==> src/design/ipv6w_pkg.sv <==
package ipv6w_pkg;

    localparam int OFFSET_BITS = 16;
    localparam int OFF_W       = OFFSET_BITS;
    localparam int POS_W       = OFFSET_BITS + 1;
    localparam int SUM_W       = ((OFFSET_BITS > 16) ? OFFSET_BITS : 16) + 2;

    typedef logic [OFF_W-1:0] off_t;
    typedef logic [POS_W-1:0] pos_t;
    typedef logic [SUM_W-1:0] sum_t;

    localparam sum_t MAX_OFF = SUM_W'((1 << OFFSET_BITS) - 1);
    localparam pos_t POS_MAX = '1;

    localparam logic [7:0] PROTO_HOPOPT  = 8'd0;
    localparam logic [7:0] PROTO_IPV6    = 8'd41;
    localparam logic [7:0] PROTO_ROUTING = 8'd43;
    localparam logic [7:0] PROTO_FRAG    = 8'd44;
    localparam logic [7:0] PROTO_DSTOPTS = 8'd60;

    localparam int IPV6_HDR_LEN  = 40;
    localparam int EXT_MIN_SPAN  = 2;
    localparam int FRAG_SPAN     = 8;
    localparam int EXT_LEN_SHIFT = 3;

    typedef enum logic [2:0] {
        PH_IDLE,
        PH_IP6,
        PH_EXT,
        PH_FRAG,
        PH_DONE,
        PH_FAIL
    } phase_t;

    typedef enum logic [1:0] {
        ST_OK       = 2'd0,
        ST_TRUNC    = 2'd1,
        ST_NONFIRST = 2'd2
    } status_t;

    typedef struct packed {
        phase_t     phase;
        pos_t       pos;
        off_t       hdr_start;
        logic [7:0] proto;
        off_t       hdr_end;
        status_t    failed;
    } walk_state_t;

    typedef struct packed {
        status_t     status;
        logic [7:0]  proto;
        logic [15:0] offset;
    } walk_result_t;

endpackage

==> src/design/ipv6w_step.sv <==
module ipv6w_step
(
    input  ipv6w_pkg::walk_state_t  cur,
    input  logic [7:0]              data_byte,
    input  logic                    first_byte,
    input  logic                    last_byte,
    input  logic [15:0]             start_offset,
    input  logic [7:0]              start_protocol,
    output ipv6w_pkg::walk_state_t  nxt,
    output logic                    res_valid,
    output ipv6w_pkg::walk_result_t res
);

    function automatic logic is_option_hdr(logic [7:0] p);
        return (p == ipv6w_pkg::PROTO_HOPOPT) || (p == ipv6w_pkg::PROTO_ROUTING) ||
               (p == ipv6w_pkg::PROTO_DSTOPTS);
    endfunction

    function automatic ipv6w_pkg::walk_state_t enter_header(
        ipv6w_pkg::walk_state_t st,
        logic [7:0]             p,
        ipv6w_pkg::off_t        start
    );
        ipv6w_pkg::walk_state_t r;
        ipv6w_pkg::sum_t        span_end;
        logic                   is_hdr;
        r         = st;
        r.hdr_start = start;
        span_end  = '0;
        is_hdr    = 1'b1;
        if (is_option_hdr(p))
        begin
            r.phase  = ipv6w_pkg::PH_EXT;
            span_end = ipv6w_pkg::sum_t'(start) + ipv6w_pkg::sum_t'(ipv6w_pkg::EXT_MIN_SPAN);
        end
        else if (p == ipv6w_pkg::PROTO_FRAG)
        begin
            r.phase  = ipv6w_pkg::PH_FRAG;
            span_end = ipv6w_pkg::sum_t'(start) + ipv6w_pkg::sum_t'(ipv6w_pkg::FRAG_SPAN);
        end
        else
        begin
            r.phase   = ipv6w_pkg::PH_DONE;
            r.proto   = p;
            r.hdr_end = start;
            is_hdr    = 1'b0;
        end
        if (is_hdr)
        begin
            r.failed = ipv6w_pkg::ST_OK;
            if (span_end > ipv6w_pkg::MAX_OFF)
            begin
                r.phase  = ipv6w_pkg::PH_FAIL;
                r.failed = ipv6w_pkg::ST_TRUNC;
            end
            else
            begin
                r.hdr_end = ipv6w_pkg::off_t'(span_end);
            end
        end
        return r;
    endfunction

    ipv6w_pkg::sum_t   soff_w;
    ipv6w_pkg::sum_t   ip6_end;
    ipv6w_pkg::sum_t   ext_end;
    ipv6w_pkg::pos_t   rel;
    logic [ipv6w_pkg::POS_W:0] pos_plus;
    logic              in_hdr;

    assign soff_w   = ipv6w_pkg::sum_t'(start_offset);
    assign ip6_end  = soff_w + ipv6w_pkg::sum_t'(ipv6w_pkg::IPV6_HDR_LEN);
    assign ext_end  = ipv6w_pkg::sum_t'(cur.hdr_start) +
                      ((ipv6w_pkg::sum_t'(data_byte) + ipv6w_pkg::sum_t'(1))
                       << ipv6w_pkg::EXT_LEN_SHIFT);
    assign rel      = cur.pos - ipv6w_pkg::pos_t'(cur.hdr_start);
    assign pos_plus = {1'b0, cur.pos} + (ipv6w_pkg::POS_W + 1)'(1);
    assign in_hdr   = ((cur.phase == ipv6w_pkg::PH_IP6) || (cur.phase == ipv6w_pkg::PH_EXT) ||
                       (cur.phase == ipv6w_pkg::PH_FRAG)) &&
                      (cur.pos >= ipv6w_pkg::pos_t'(cur.hdr_start));

    always_comb
    begin
        nxt       = cur;
        res_valid = 1'b0;
        res       = '{status: ipv6w_pkg::ST_OK, proto: 8'd0, offset: 16'd0};
        if (first_byte)
        begin
            nxt.pos    = ipv6w_pkg::pos_t'(1);
            nxt.failed = ipv6w_pkg::ST_OK;
            nxt.proto  = 8'd0;
            if (soff_w > ipv6w_pkg::MAX_OFF)
            begin
                nxt.hdr_start = '0;
                nxt.hdr_end   = '0;
                nxt.phase     = ipv6w_pkg::PH_FAIL;
                nxt.failed    = ipv6w_pkg::ST_TRUNC;
            end
            else if ((start_offset == 16'd0) || (start_protocol == ipv6w_pkg::PROTO_IPV6))
            begin
                nxt.phase     = ipv6w_pkg::PH_IP6;
                nxt.hdr_start = ipv6w_pkg::off_t'(start_offset);
                if (ip6_end > ipv6w_pkg::MAX_OFF)
                begin
                    nxt.phase  = ipv6w_pkg::PH_FAIL;
                    nxt.failed = ipv6w_pkg::ST_TRUNC;
                end
                else
                begin
                    nxt.hdr_end = ipv6w_pkg::off_t'(ip6_end);
                end
            end
            else
            begin
                nxt = enter_header(nxt, start_protocol, ipv6w_pkg::off_t'(start_offset));
            end
        end
        else if (cur.phase != ipv6w_pkg::PH_IDLE)
        begin
            if (in_hdr)
            begin
                case (cur.phase)
                    ipv6w_pkg::PH_IP6:
                    begin
                        if (rel == ipv6w_pkg::pos_t'(6))
                            nxt.proto = data_byte;
                    end
                    ipv6w_pkg::PH_EXT:
                    begin
                        if (rel == ipv6w_pkg::pos_t'(0))
                            nxt.proto = data_byte;
                        else if (rel == ipv6w_pkg::pos_t'(1))
                        begin
                            if (ext_end > ipv6w_pkg::MAX_OFF)
                            begin
                                nxt.phase  = ipv6w_pkg::PH_FAIL;
                                nxt.failed = ipv6w_pkg::ST_TRUNC;
                            end
                            else
                            begin
                                nxt.hdr_end = ipv6w_pkg::off_t'(ext_end);
                            end
                        end
                    end
                    ipv6w_pkg::PH_FRAG:
                    begin
                        if (rel == ipv6w_pkg::pos_t'(0))
                            nxt.proto = data_byte;
                        else if ((rel == ipv6w_pkg::pos_t'(2)) && (data_byte != 8'd0))
                            nxt.failed = ipv6w_pkg::ST_NONFIRST;
                        else if ((rel == ipv6w_pkg::pos_t'(3)) && (data_byte[7:3] != 5'd0))
                            nxt.failed = ipv6w_pkg::ST_NONFIRST;
                    end
                    default:
                    begin
                    end
                endcase
            end
            // header fully seen: step to the next one in the chain, or fail on a non-first fragment
            if (in_hdr && (nxt.phase != ipv6w_pkg::PH_FAIL) &&
                (pos_plus == (ipv6w_pkg::POS_W + 1)'(nxt.hdr_end)))
            begin
                if ((cur.phase == ipv6w_pkg::PH_FRAG) && (nxt.failed == ipv6w_pkg::ST_NONFIRST))
                begin
                    nxt.phase  = ipv6w_pkg::PH_FAIL;
                    nxt.failed = ipv6w_pkg::ST_NONFIRST;
                end
                else
                begin
                    nxt = enter_header(nxt, nxt.proto, nxt.hdr_end);
                end
            end
            if (cur.pos != ipv6w_pkg::POS_MAX)
                nxt.pos = cur.pos + ipv6w_pkg::pos_t'(1);
        end

        if (last_byte && (first_byte || (cur.phase != ipv6w_pkg::PH_IDLE)))
        begin
            res_valid = 1'b1;
            if (nxt.phase == ipv6w_pkg::PH_DONE)
            begin
                res.status = ipv6w_pkg::ST_OK;
                res.proto  = nxt.proto;
                res.offset = 16'(nxt.hdr_end);
            end
            else if (nxt.phase == ipv6w_pkg::PH_FAIL)
                res.status = nxt.failed;
            else
                res.status = ipv6w_pkg::ST_TRUNC;
            nxt.phase = ipv6w_pkg::PH_IDLE;
        end
    end

endmodule

==> src/design/ipv6_ext_header_walk_top.sv <==
// IPv6 extension header walker. Packet bytes stream in on the s_ side, one
// beat per byte, first_byte on s_tuser and the final byte on s_tlast; the
// start offset and start protocol ride along in s_tdata and are sampled on
// the first byte only. The walk skips the IPv6 header and hop-by-hop,
// routing, destination options and fragment headers, and on the last byte
// emits one result beat: status on m_tuser (0 found, 1 truncated or offset
// overflow, 2 non-first fragment), upper protocol and upper offset in
// m_tdata (both zero unless found). Throughput is one byte per clock
// while a held result beat does not stall the input: every beat goes
// through a single registered pass of the header-walk logic, with an
// input register in front and a result register behind. Bytes seen
// outside a started packet are dropped without a result.
module ipv6_ext_header_walk_top
(
    input  logic        clk,
    input  logic        rst_n,
    input  logic        s_tvalid,
    output logic        s_tready,
    input  logic [31:0] s_tdata,  // data_byte[7:0], start_offset[23:8], start_protocol[31:24]
    input  logic        s_tuser,  // first_byte
    input  logic        s_tlast,
    output logic        m_tvalid,
    input  logic        m_tready,
    output logic [23:0] m_tdata,  // upper_protocol[7:0], upper_offset[23:8]
    output logic [1:0]  m_tuser   // status
);

    logic        in_valid_reg;
    logic [31:0] in_data_reg;
    logic        in_first_reg;
    logic        in_last_reg;

    ipv6w_pkg::walk_state_t  state_reg;
    ipv6w_pkg::walk_state_t  state_next;
    logic                    res_valid;
    ipv6w_pkg::walk_result_t res;

    logic                    out_valid_reg;
    ipv6w_pkg::walk_result_t out_res_reg;

    logic advance;
    logic fire;

    assign advance  = !out_valid_reg || m_tready;
    assign s_tready = !in_valid_reg || advance;
    assign fire     = in_valid_reg && advance;

    ipv6w_step u_step
    (
        .cur            (state_reg),
        .data_byte      (in_data_reg[7:0]),
        .first_byte     (in_first_reg),
        .last_byte      (in_last_reg),
        .start_offset   (in_data_reg[23:8]),
        .start_protocol (in_data_reg[31:24]),
        .nxt            (state_next),
        .res_valid      (res_valid),
        .res            (res)
    );

    // input register
    always_ff @(posedge clk or negedge rst_n)
    begin
        if (!rst_n)
            in_valid_reg <= 1'b0;
        else if (s_tready)
            in_valid_reg <= s_tvalid;
    end

    always_ff @(posedge clk)
    begin
        if (s_tvalid && s_tready)
        begin
            in_data_reg  <= s_tdata;
            in_first_reg <= s_tuser;
            in_last_reg  <= s_tlast;
        end
    end

    // walk state
    always_ff @(posedge clk or negedge rst_n)
    begin
        if (!rst_n)
        begin
            state_reg <= '{phase:     ipv6w_pkg::PH_IDLE,
                           pos:       '0,
                           hdr_start: '0,
                           proto:     8'd0,
                           hdr_end:   '0,
                           failed:    ipv6w_pkg::ST_OK};
        end
        else if (fire)
            state_reg <= state_next;
    end

    // result register
    always_ff @(posedge clk or negedge rst_n)
    begin
        if (!rst_n)
            out_valid_reg <= 1'b0;
        else if (fire && res_valid)
            out_valid_reg <= 1'b1;
        else if (m_tready)
            out_valid_reg <= 1'b0;
    end

    always_ff @(posedge clk)
    begin
        if (fire && res_valid)
            out_res_reg <= res;
    end

    assign m_tvalid = out_valid_reg;
    assign m_tdata  = {out_res_reg.offset, out_res_reg.proto};
    assign m_tuser  = out_res_reg.status;

endmodule

==> config.mk <==
export PLATFORM = sky130hd
export DESIGN_NAME = ipv6_ext_header_walk_top
export DESIGN_NICKNAME = d
export VERILOG_FILES = /design/src/design/ipv6w_pkg.sv /design/src/design/ipv6w_step.sv /design/src/design/ipv6_ext_header_walk_top.sv
export SDC_FILE = /design/constraint.sdc
export NUM_CORES = 1
export LEC_CHECK = 0
export BUFFER_PORTS_ARGS = -buffer_cell sky130_fd_sc_hd__buf_2
export CAP_MARGIN = 10
export CORE_ASPECT_RATIO = 1.25
export CORE_MARGIN = 4
export CORE_UTILIZATION = 37
export DETAILED_ROUTE_END_ITERATION = 8
export GPL_ROUTABILITY_DRIVEN = 0
export MAX_ROUTING_LAYER = met4
export PLACE_DENSITY_LB_ADDON = 0.15
export SYNTH_ARGS = -nofsm -noshare
export SYNTH_HDL_FRONTEND = slang
export SYNTH_SLANG_ARGS = --single-unit
==> constraint.sdc <==
create_clock -name clk -period 11.6 [get_ports clk]
set_input_delay 1.16 -clock clk [delete_from_list [all_inputs] [get_ports clk]]
set_output_delay 1.16 -clock clk [all_outputs]
set_load 0.03 [all_outputs]
After elaboration in Yosys (flattened, before gate mapping)
Cells that the tools add are included.
{"block": "classes", "n_eq_ne": 21, "mux": 82, "n_bitwise": 2, "addsub": 10, "n_reduce_logical": 39, "order_cmp": 6}
{"op": "two-way mux 18 bit", "n": 17}
{"op": "two-way mux 62 bit", "n": 3}
{"op": "two-way mux 16 bit", "n": 6}
{"op": "two-way mux 26 bit", "n": 3}
{"op": "> comparator 18 x 16 -> 1 bit (second input constant)", "n": 4}
{"op": "two-way mux 3 bit", "n": 20}
{"op": "== test 8 x 6 -> 1 bit (second input constant)", "n": 7}
{"op": "two-way mux 24 bit", "n": 2}
{"op": "two-way mux 40 bit", "n": 1}
{"op": "adder 16 x 2 -> 17 bit (second input constant)", "n": 2}
{"op": "adder 16 x 4 -> 17 bit (second input constant)", "n": 2}
{"op": "== test 17 x 2 -> 1 bit (second input constant)", "n": 2}
{"op": "two-way mux 8 bit", "n": 4}
{"op": "adder 16 x 18 -> 18 bit", "n": 1}
{"op": "adder 17 x 1 -> 18 bit (second input constant)", "n": 1}
{"op": "== test 18 x 16 -> 1 bit", "n": 1}
{"op": "two-way mux 1 bit", "n": 18}
{"op": "adder 16 x 6 -> 17 bit (second input constant)", "n": 1}
{"op": "adder 17 x 1 -> 17 bit (second input constant)", "n": 1}
{"op": "== test 17 x 1 -> 1 bit (second input constant)", "n": 1}
{"op": "== test 17 x 3 -> 1 bit (second input constant)", "n": 1}
{"op": ">= comparator 17 x 16 -> 1 bit", "n": 1}
{"op": "zero test 17 bit", "n": 1}
{"op": "two-way mux 17 bit", "n": 1}
{"op": "other kinds (28)", "n": 59}
{"block": "word_totals", "input_bits": 38, "reg_bits": 124, "output_inout_bits": 28, "wordCells": 175}

Logic depth before layout (Yosys ltp)
Gate-level depths: netlist (run 1).
{"block": "depth", "ltp_word": 29, "ltp_mapped": 24, "depth_no_buf": 20}

Cells and area by module
A second synthesis (run 1) with hierarchy kept.
{"block": "unflattened", "cells_unflattened": 1313, "area_unflattened_um2": 11242.0}
{"module": "ipv6w_step", "instances": 1, "seq_area_each_um2": 0.0, "area_each_um2": 6789.0, "cells_per_inst": 1112}
{"module": "ipv6_ext_header_walk_top", "instances": 1, "seq_area_each_um2": 3403.3, "area_each_um2": 4453.0, "cells_per_inst": 201}

Least setup slack after synthesis (run 1)
No wires, ideal clock.
{"block": "synth_path", "path_kind": "flip-flop to flip-flop", "start": "register state_reg[42] (netlist name)", "end": "register out_res_reg (netlist bit m_tdata[19]), data pin", "required_time_ns": 11.339, "setup_slack_ns": 6.130, "n_path_buf": 0, "arrival_time_ns": 5.209, "synth_period_minus_slack_ns": 5.470, "setup_time_ns": 0.261, "path_stages_with_launch": 18, "path_cell_list": "dfrtp_1 > inv_1 > ha_1 > inv_1 > fa_1 > a21o_1 > a221o_1 > a41o_1 > a2111oi_2 > nand3_1 > nor4b_2 > mux2_2 > o21ai_0 > nand4b_2 > or4b_1 > o41a_1 > o21ai_1 > a21oi_1"}
{"block": "synth_between", "elab_chain_cells": 24, "elab_cells_between_ends": 70, "classes_between": "4 x add/sub; 2 x order compare; 11 x eq/ne; 42 x mux; 11 x reduce/logical"}
{"item": "start, declared", "line": "ipv6_ext_header_walk_top.sv:33", "text": "ipv6w_pkg::walk_state_t state_reg;"}
{"item": "start signal, assigned", "line": "ipv6_ext_header_walk_top.sv:85", "text": "state_reg <= '{phase: ipv6w_pkg::PH_IDLE,"}
{"item": "start signal, assigned", "line": "ipv6_ext_header_walk_top.sv:93", "text": "state_reg <= state_next;"}
{"item": "subtractor 17 x 16 -> 17 bit", "line": "ipv6w_step.sv:76", "text": "assign rel = cur.pos - ipv6w_pkg::pos_t'(cur.hdr_start);"}
{"item": "== test 17 x 1 -> 1 bit, or another cell as far along", "line": "ipv6w_step.sv:132", "text": "else if (rel == ipv6w_pkg::pos_t'(1))"}
{"item": "two-way mux 18 bit, or another cell as far along", "line": "ipv6w_step.sv:132"}
{"item": "two-way mux 18 bit / one-hot mux 8 bit (2 select lines) (equally long branches)", "line": "ipv6w_step.sv:130, ipv6w_step.sv:122"}
{"item": "two-way mux 16 bit / two-way mux 26 bit (equally long branches)", "line": "ipv6w_step.sv:122, ipv6w_step.sv:120"}
{"item": "two-way mux 26 bit, on equally long branches", "line": "ipv6w_step.sv:120, ipv6w_step.sv:118"}
{"item": "two-way mux 26 bit, on equally long branches", "line": "ipv6w_step.sv:118, ipv6w_step.sv:87"}
{"item": "two-way mux 26 bit, or another cell as far along", "line": "ipv6w_step.sv:87", "text": "if (first_byte)"}
{"item": "[... 8 more ...]"}
{"item": "two-way mux 3 bit", "line": "ipv6w_step.sv:51", "text": "if (span_end > ipv6w_pkg::MAX_OFF)"}
{"item": "two-way mux 3 bit", "line": "ipv6w_step.sv:48", "text": "if (is_hdr)"}
{"item": "two-way mux 3 bit", "line": "ipv6w_step.sv:163", "text": "if ((cur.phase == ipv6w_pkg::PH_FRAG) && (nxt.failed == ipv6w_pkg::ST_NONFIRST))"}
{"item": "two-way mux 62 bit (*)", "line": "ipv6w_step.sv:160", "text": "if (in_hdr && (nxt.phase != ipv6w_pkg::PH_FAIL) &&"}
{"item": "two-way mux 62 bit (*)", "line": "ipv6w_step.sv:118", "text": "else if (cur.phase != ipv6w_pkg::PH_IDLE)"}
{"item": "two-way mux 62 bit (*)", "line": "ipv6w_step.sv:87"}
{"item": "== test 3 bit", "line": "ipv6w_step.sv:180", "text": "if (nxt.phase == ipv6w_pkg::PH_DONE)"}
{"item": "AND reduction 2 bit (no source line)"}
{"item": "end signal, assigned", "line": "ipv6_ext_header_walk_top.sv:110", "text": "out_res_reg <= res;"}
{"item": "end, declared", "line": "ipv6_ext_header_walk_top.sv:39", "text": "ipv6w_pkg::walk_result_t out_res_reg;"}
Mark *: on every way between the ends. The rest lies on a longest branch, timed or not. The select of a mux whose other input is x is not followed.
A chain may end at the register's enable or synchronous reset.

Final worst setup path (run 1)
{"block": "layout_path", "start": "register state_reg[42] (netlist name)", "end": "register out_res_reg (netlist bit m_tdata[16]), data pin"}
The elaborated chain is that of the path after synthesis.

==> results.py, run 1 <==
metrics = {
    "synth": {
        "synth_area_per_cell_um2": 8.09,
        "synth_top_flop_cell": "sky130_fd_sc_hd__dfrtp_1",
        "post_synth_instance_area_um2": 9990,
        "yosys.area.top_type": "sky130_fd_sc_hd__edfxtp_1",
        "syn-num-nets": 1308,
        "synth_cell_type_count": 86,
        "synth.cells.most_frequent": "sky130_fd_sc_hd__nand2_1, sky130_fd_sc_hd__nor2_1, sky130_fd_sc_hd__o21ai_0",
        "synth_enable_flop_cells": 60,
        "synthCells": 1235,
        "synth-seq-cells": 124,
        "synth.yosys.warnings": 0,
        "synth_largest_type_area_fraction_pct": 18.0,
        "ys_seq_area_share_pct": 34.1,
        "synthMostInstantiatedCell": "sky130_fd_sc_hd__nand2_1",
        "async_reset_ff_share_pct": 51.6,
        "synth_area_leaders": "sky130_fd_sc_hd__edfxtp_1, sky130_fd_sc_hd__dfrtp_1, sky130_fd_sc_hd__nand2_1, sky130_fd_sc_hd__o21ai_0, sky130_fd_sc_hd__a21oi_1",
    },
    "clocking": {
        "clock_tree.root_cell": "sky130_fd_sc_hd__clkbuf_16",
        "clock_tree.buffer_depth": 2,
        "cts_inserted_buffers": 17,
        "h-tree-depth": 4,
        "worst_setup_hold_path_clk_slew_ns": 0.07,
        "cts_setup_buffers": 0,
        "clkLatencyLatePin_ns": 0.44,
        "post_cts_hold_buffers": 0,
        "total_number_of_clock_tree_sinks": 124,
        "tritoncts": "yes",
        "ctsResizeCount": 0,
    },
    "timing": {
        "fin_setup_tns_ns": 0,
        "layout_worst_path_cycle_share_pct": 63.6,
        "final_skew_ns": 0.0124,
        "worst-slew-pin-transition_ns": 1.19,
        "grt_setup_unrepaired": "false",
        "setup_viol": 0,
        "hold_ws_ns": 0.536,
        "timing.slew.headroom_pct": 20.1,
        "final_max_slew_viol_count": 0,
        "finalHoldViolations": 0,
        "final.setup.worst_slack_ns": 4.22,
        "final.min_clock_period_ns": 7.38,
        "fmax_ghz": 0.135,
    },
    "grt": {
        "grt_pass1_wl_um": 57700,
        "grt_start_max_net_pins": 65,
        "gr-usage-all-layers_pct": 26.4,
        "grt_overflow_total": 0,
        "vias_in_the_first_global_route": 9459,
        "grt_antenna_before_repair": 0,
    },
    "floorplan": {
        "floorplan.core_area_um2": 26700,
        "rows": 67,
        "ioPinCount": 66,
        "fp.dieW_um": 155,
        "start_util_pct": 37.4,
        "die_h_um": 192,
        "total_die_area_um2": 29700,
    },
    "final_layout": {
        "fillerInstances": 2697,
        "flow.area_growth_from_synthesis_pct": 11.5,
        "number_of_flip_flops_under_the_largest_register_name": 62,
        "post_route_cells_drive_above_1_share_pct": 11.1,
        "fin_util_pct": 41.7,
        "multiInputGateArea_um2": 6160,
        "stdcell_count": 1621,
        "antennaDiodeCount": 0,
        "num-nets-final": 1336,
        "area.sequential_um2": 3400,
    },
    "run_status": {
        "outcome": "finished clean",
    },
    "route": {
        "route.detailed.vias_per_inst": 6.17,
        "wl_um": 38200,
        "route.detailed.wl_per_inst_um": 23.6,
        "drt-pass1-iter-count": 6,
        "drcViolationCount": 0,
        "initialDrtViolationCount": 870,
        "antenna_violating_nets_left": 0,
        "routed-via-count": 10000,
    },
    "worst_setup_path": {
        "buffer_and_inverter_count_on_the_worst_path": 2,
        "arrival_ns": 7.56,
        "timing.critical_path.max_delay_family": "simple AND/OR/NAND/NOR gates",
        "endpoint_kind": "flip-flop",
        "critical-path-max-stage-delay_ns": 1.21,
        "critical_path_class": "flip-flop to flip-flop",
        "critPathMaxFanout": 24,
        "master_of_the_slowest_instance_on_the_critical_path": "sky130_fd_sc_hd__nor3_2",
        "kind_of_launch_point_of_the_worst_setup_path": "flip-flop",
        "worstPathCellList": "inv_1 -> ha_1 -> inv_1 -> fa_1 -> a21o_1 -> a221o_1 -> a41o_1 -> a2111oi_2 -> nand3_1 -> nor3_2 -> mux2i_1 -> nor2_1 -> or3_1 -> nor3_2 -> a21oi_1 -> nand4b_4 -> nor3_1",
        "timing.critical_path.required_ns": 11.77,
    },
    "pwr": {
        "p_leak_uw": 0.00427,
        "worst_ir_drop_vdd_uv": 118,
        "power_density_nw_per_um2": 169,
    },
    "place": {
        "portBuffers": 65,
        "pre_cts_ws_ns": 4.38,
        "placed_cells": 1589,
        "detailedPlacementHpwl_um": 29400,
    },
    "flow_run": {
        "maxCapViolCount": 0,
    },
    "worst_hold_path": {
        "timing.hold.worst.class": "flip-flop to flip-flop",
    },
}
## routing by layer
metal / track usage [%] / part of all wire [%] / vias up
met4: 16.9 / 7.3 / 0
met1: 29.4 / 38 / 4764
met5: - / 0 / -
met2: 44.6 / 49 / 430
met3: 3.45 / 5.5 / 148
li1: - / - / 4662
## worst reg2reg max path: stages (launching register included)
cell and delay [ns]:
sky130_fd_sc_hd__dfrtp_1 0.45, sky130_fd_sc_hd__inv_1 0.12, sky130_fd_sc_hd__ha_1 0.17, sky130_fd_sc_hd__inv_1 0.05
sky130_fd_sc_hd__fa_1 0.40, sky130_fd_sc_hd__a21o_1 0.19, sky130_fd_sc_hd__a221o_1 0.38, sky130_fd_sc_hd__a41o_1 0.28
sky130_fd_sc_hd__a2111oi_2 0.44, sky130_fd_sc_hd__nand3_1 0.78, sky130_fd_sc_hd__nor3_2 1.21, sky130_fd_sc_hd__mux2i_1 0.60
sky130_fd_sc_hd__nor2_1 0.31, sky130_fd_sc_hd__or3_1 0.53, sky130_fd_sc_hd__nor3_2 0.47, sky130_fd_sc_hd__a21oi_1 0.24
sky130_fd_sc_hd__nand4b_4 0.38, sky130_fd_sc_hd__nor3_1 0.12
## where the power goes
| group | total, µW | switching [µW] | internal, µW |
|---|---|---|---|
| clock network | 522 | 229 | 293 |
| logic | 694 | 463 | 231 |
| registers | 665 | 134 | 531 |
| total | 1880 | 826 | 1050 |
## path summary, 6_finish.rpt
kind / start / end / slack [ns] / cells past startpoint
max: state_reg[42] / m_tdata[16] / 4.22 / 17
min: m_tvalid / m_tvalid / 0.54 / 2
max reg2reg: state_reg[42] / m_tdata[16] / 4.22 / 17
min reg2reg: m_tvalid / m_tvalid / 0.54 / 2
max in group asynchronous: rst_n / state_reg[24] / 10.02 / 2
min in group asynchronous: rst_n / state_reg[33] / 0.91 / 2
## stage by stage
stage	area, µm²	power, µW
final	11100	1880
after global routing	11100	1970
after CTS	11100	1870
after detailed placement	10600	1340
after global placement	10600	1340
after floorplan	9990	1080
## cell families after synthesis
group / share of synthesized area, %
simple gates: 25.1
mux: 3.06
fa+ha+maj: 4.53
flops: 34.1
xor+xnor: 4.91
buf+inv: 4.42
compound gates: 23.9
## layout make-up
type | count | share of cell area [%]
inverters | 46 | 1.55
flip-flops and latches | 124 | 30.5
repair buffers | 76 | 3.66
well taps | 345 | 3.87
clock buffers | 18 | 4.04
multi-input cells | 998 | 55.3
clock inverters | 14 | 1.07
## cell usage in the layout (no fill, tap or decap), drive strengths merged, types with 5 or more instances in the layout
| master | count |
|---|---|
| nand4 | 25 |
| nand3b | 5 |
| o31ai | 11 |
| and2 | 9 |
| nor2b | 6 |
| ha | 33 |
| nor3b | 7 |
| nand2b | 9 |
| and3 | 21 |
| mux2i | 20 |
| xor2 | 22 |
| nor2 | 117 |
| nor3 | 41 |
| nand3 | 43 |
| nand2 | 156 |
| a22oi | 18 |
| a21oi | 105 |
| o21a | 8 |
| edfxtp | 60 |
| buf | 76 |
| xnor2 | 34 |
| a211oi | 19 |
| mux2 | 9 |
| a2111oi | 9 |
| a21o | 16 |
| nor4 | 32 |
| or4 | 9 |
| and4 | 5 |
| dfrtp | 64 |
| o211ai | 8 |
| inv | 55 |
| o21ai | 113 |
| clkbuf | 18 |
| a31oi | 12 |
| or3 | 8 |
(Power assumes the default switching activity.)
==> inputs of run 2 (changes only) <==
- clock period: 11.6 -> 6.2 ns (I/O delays scaled with it)
==> run 2 against run 1 <==
  * Non-clock buffer count is 51 higher
  * Final cell count is 3.1% higher
  * Final area is 4.3% higher
  * Flip-flop and latch count stayed put
  * Critical path depth is 2 lower
  * Maximum frequency is 28% higher
  * Combinational power is 100% higher
  * Critical path type unchanged
  * Critical endpoint is now m_tdata[19]
  * Largest cell class unchanged
==> results.py, run 2 (synthesis gave the netlist of run 1 again) <==
metrics = {
    "floorplan": {
        "rows": 67,
        "ioPinCount": 66,
        "fp.dieW_um": 155,
        "total_die_area_um2": 29700,
        "die_h_um": 192,
        "floorplan.core_area_um2": 26700,
        "start_util_pct": 37.4,
    },
    "worst_setup_path": {
        "critPathLaunch": "state_reg[48]",
        "master_of_the_slowest_instance_on_the_critical_path": "sky130_fd_sc_hd__or4_1",
        "critical_path_class": "flip-flop to flip-flop",
        "timing.critical_path.max_delay_family": "simple AND/OR/NAND/NOR gates",
        "kind_of_launch_point_of_the_worst_setup_path": "flip-flop",
        "worstPathCellList": "ha_1 -> or2_0 -> and2_0 -> or4_1 -> o211ai_1 -> nand4_2 -> or4_1 -> or4_4 -> a21o_1 -> a211oi_2 -> nand4_2 -> or4b_1 -> o41a_1 -> o21ai_1 -> a21oi_1",
        "critical-path-max-stage-delay_ns": 0.75,
        "arrival_ns": 5.95,
        "endpoint_kind": "flip-flop",
        "critical_path.reg2reg.startpoint": "state_reg[48]",
        "critPathMaxFanout": 9,
        "buffer_and_inverter_count_on_the_worst_path": 0,
        "timing.critical_path.required_ns": 6.39,
    },
    "grt": {
        "grt_pass1_wl_um": 58600,
        "grt_antenna_before_repair": 0,
        "grt_overflow_total": 0,
        "vias_in_the_first_global_route": 9707,
        "gr-usage-all-layers_pct": 26.7,
        "grt_start_max_net_pins": 65,
    },
    "final_layout": {
        "stdcell_count": 1672,
        "num-nets-final": 1387,
        "layout.cells.most_common": "sky130_fd_sc_hd__nand2_1",
        "flow.area_growth_from_synthesis_pct": 16.3,
        "antennaDiodeCount": 0,
        "fin_util_pct": 43.5,
        "post_route_cells_drive_above_1_share_pct": 14.5,
        "mostFrequentLayoutCells": "sky130_fd_sc_hd__nand2_1, sky130_fd_sc_hd__nor2_1, sky130_fd_sc_hd__o21ai_0, sky130_fd_sc_hd__a21oi_1, sky130_fd_sc_hd__buf_2",
        "number_of_flip_flops_under_the_largest_register_name": 62,
    },
    "clocking": {
        "ctsResizeCount": 0,
        "clkLatencyLatePin_ns": 0.44,
        "post_cts_hold_buffers": 0,
        "worst_setup_hold_path_clk_slew_ns": 0.07,
        "tritoncts": "yes",
        "cts_setup_buffers": 0,
        "h-tree-depth": 4,
        "cts_inserted_buffers": 17,
        "clock_tree.buffer_depth": 2,
        "total_number_of_clock_tree_sinks": 124,
        "clock_tree.root_cell": "sky130_fd_sc_hd__clkbuf_16",
    },
    "timing": {
        "setup_viol": 0,
        "fin_setup_tns_ns": 0,
        "layout_worst_path_cycle_share_pct": 93.0,
        "final.min_clock_period_ns": 5.76,
        "final.setup.worst_slack_ns": 0.437,
        "finalHoldViolations": 0,
        "final_max_slew_viol_count": 0,
        "fmax_ghz": 0.174,
        "hold_ws_ns": 0.352,
        "grt_setup_unrepaired": "false",
        "worst-slew-pin-transition_ns": 1.07,
        "final_skew_ns": 0.00897,
        "timing.slew.headroom_pct": 28.7,
    },
    "pwr": {
        "p_leak_uw": 0.00454,
        "power_density_nw_per_um2": 312,
        "worst_ir_drop_vdd_uv": 174,
    },
    "place": {
        "placed_cells": 1640,
        "portBuffers": 65,
        "detailedPlacementHpwl_um": 30100,
        "pre_cts_ws_ns": 0.328,
    },
    "flow_run": {
        "maxCapViolCount": 0,
    },
    "route": {
        "wl_um": 38800,
        "route.detailed.vias_per_inst": 6.10,
        "route.detailed.wl_per_inst_um": 23.2,
        "antenna_violating_nets_left": 0,
        "initialDrtViolationCount": 864,
        "routed-via-count": 10200,
        "drcViolationCount": 0,
        "drt-pass1-iter-count": 6,
    },
    "run_status": {
        "outcome": "finished clean",
    },
    "worst_hold_path": {
        "timing.hold.worst.start": "s_tdata[17]",
        "timing.hold.worst.class": "input port to flip-flop",
    },
}
## run 2: layout make-up
| class | count | area [µm²] |
|---|---|---|
| clock buffers | 17 | 425 |
| flip-flops and latches | 124 | 3400 |
| multi-input cells | 998 | 6180 |
| clock inverters | 15 | 161 |
| inverters | 46 | 173 |
| well taps | 345 | 432 |
| fillers | 2726 | 15100 |
| repair buffers | 127 | 853 |
## run 2: through the flow
step / instance area [µm²] / total power, µW
CTS: 11600 / 3590
global placement: 11000 / 2560
finish: 11600 / 3620
detailed placement: 11000 / 2560
global route: 11600 / 3790
floorplan: 9990 / 2010
## run 2: path summary, 6_finish.rpt
kind | end | slack (ns) | depth (start not counted)
max in group asynchronous | state_reg[8] | 5.17 | 2
worst min-delay path | in_data_reg[17] | 0.35 | 1
worst max-delay path | m_tdata[19] | 0.44 | 15
worst max register to register | m_tdata[19] | 0.44 | 15
min in group asynchronous | state_reg[52] | 0.41 | 2
worst min register to register | state_reg[1] | 0.54 | 2
## run 2: metal layers
layer | part of all wire, % | global-route usage [%] | vias up
met1 | 38 | 30.8 | 4871
met5 | 0 | - | -
li1 | - | - | 4750
met2 | 49 | 43.7 | 434
met3 | 6.0 | 3.47 | 136
met4 | 7.0 | 17.3 | 0
## run 2: worst register-to-register path: cells and delay by family, from the launching register on
| family | cells | cell delay [ns] |
|---|---|---|
| adders and majority gates | 1 | 0.47 |
| AOI/OAI and AO/OA | 6 | 1.34 |
| DFF | 1 | 0.49 |
| and+or+nand+nor | 8 | 3.22 |
## run 2: power breakdown
part	total (µW)	internal, µW	switching, µW
logic	1390	475	911
clock network	1030	598	428
registers	1210	993	217
total	3620	2070	1560
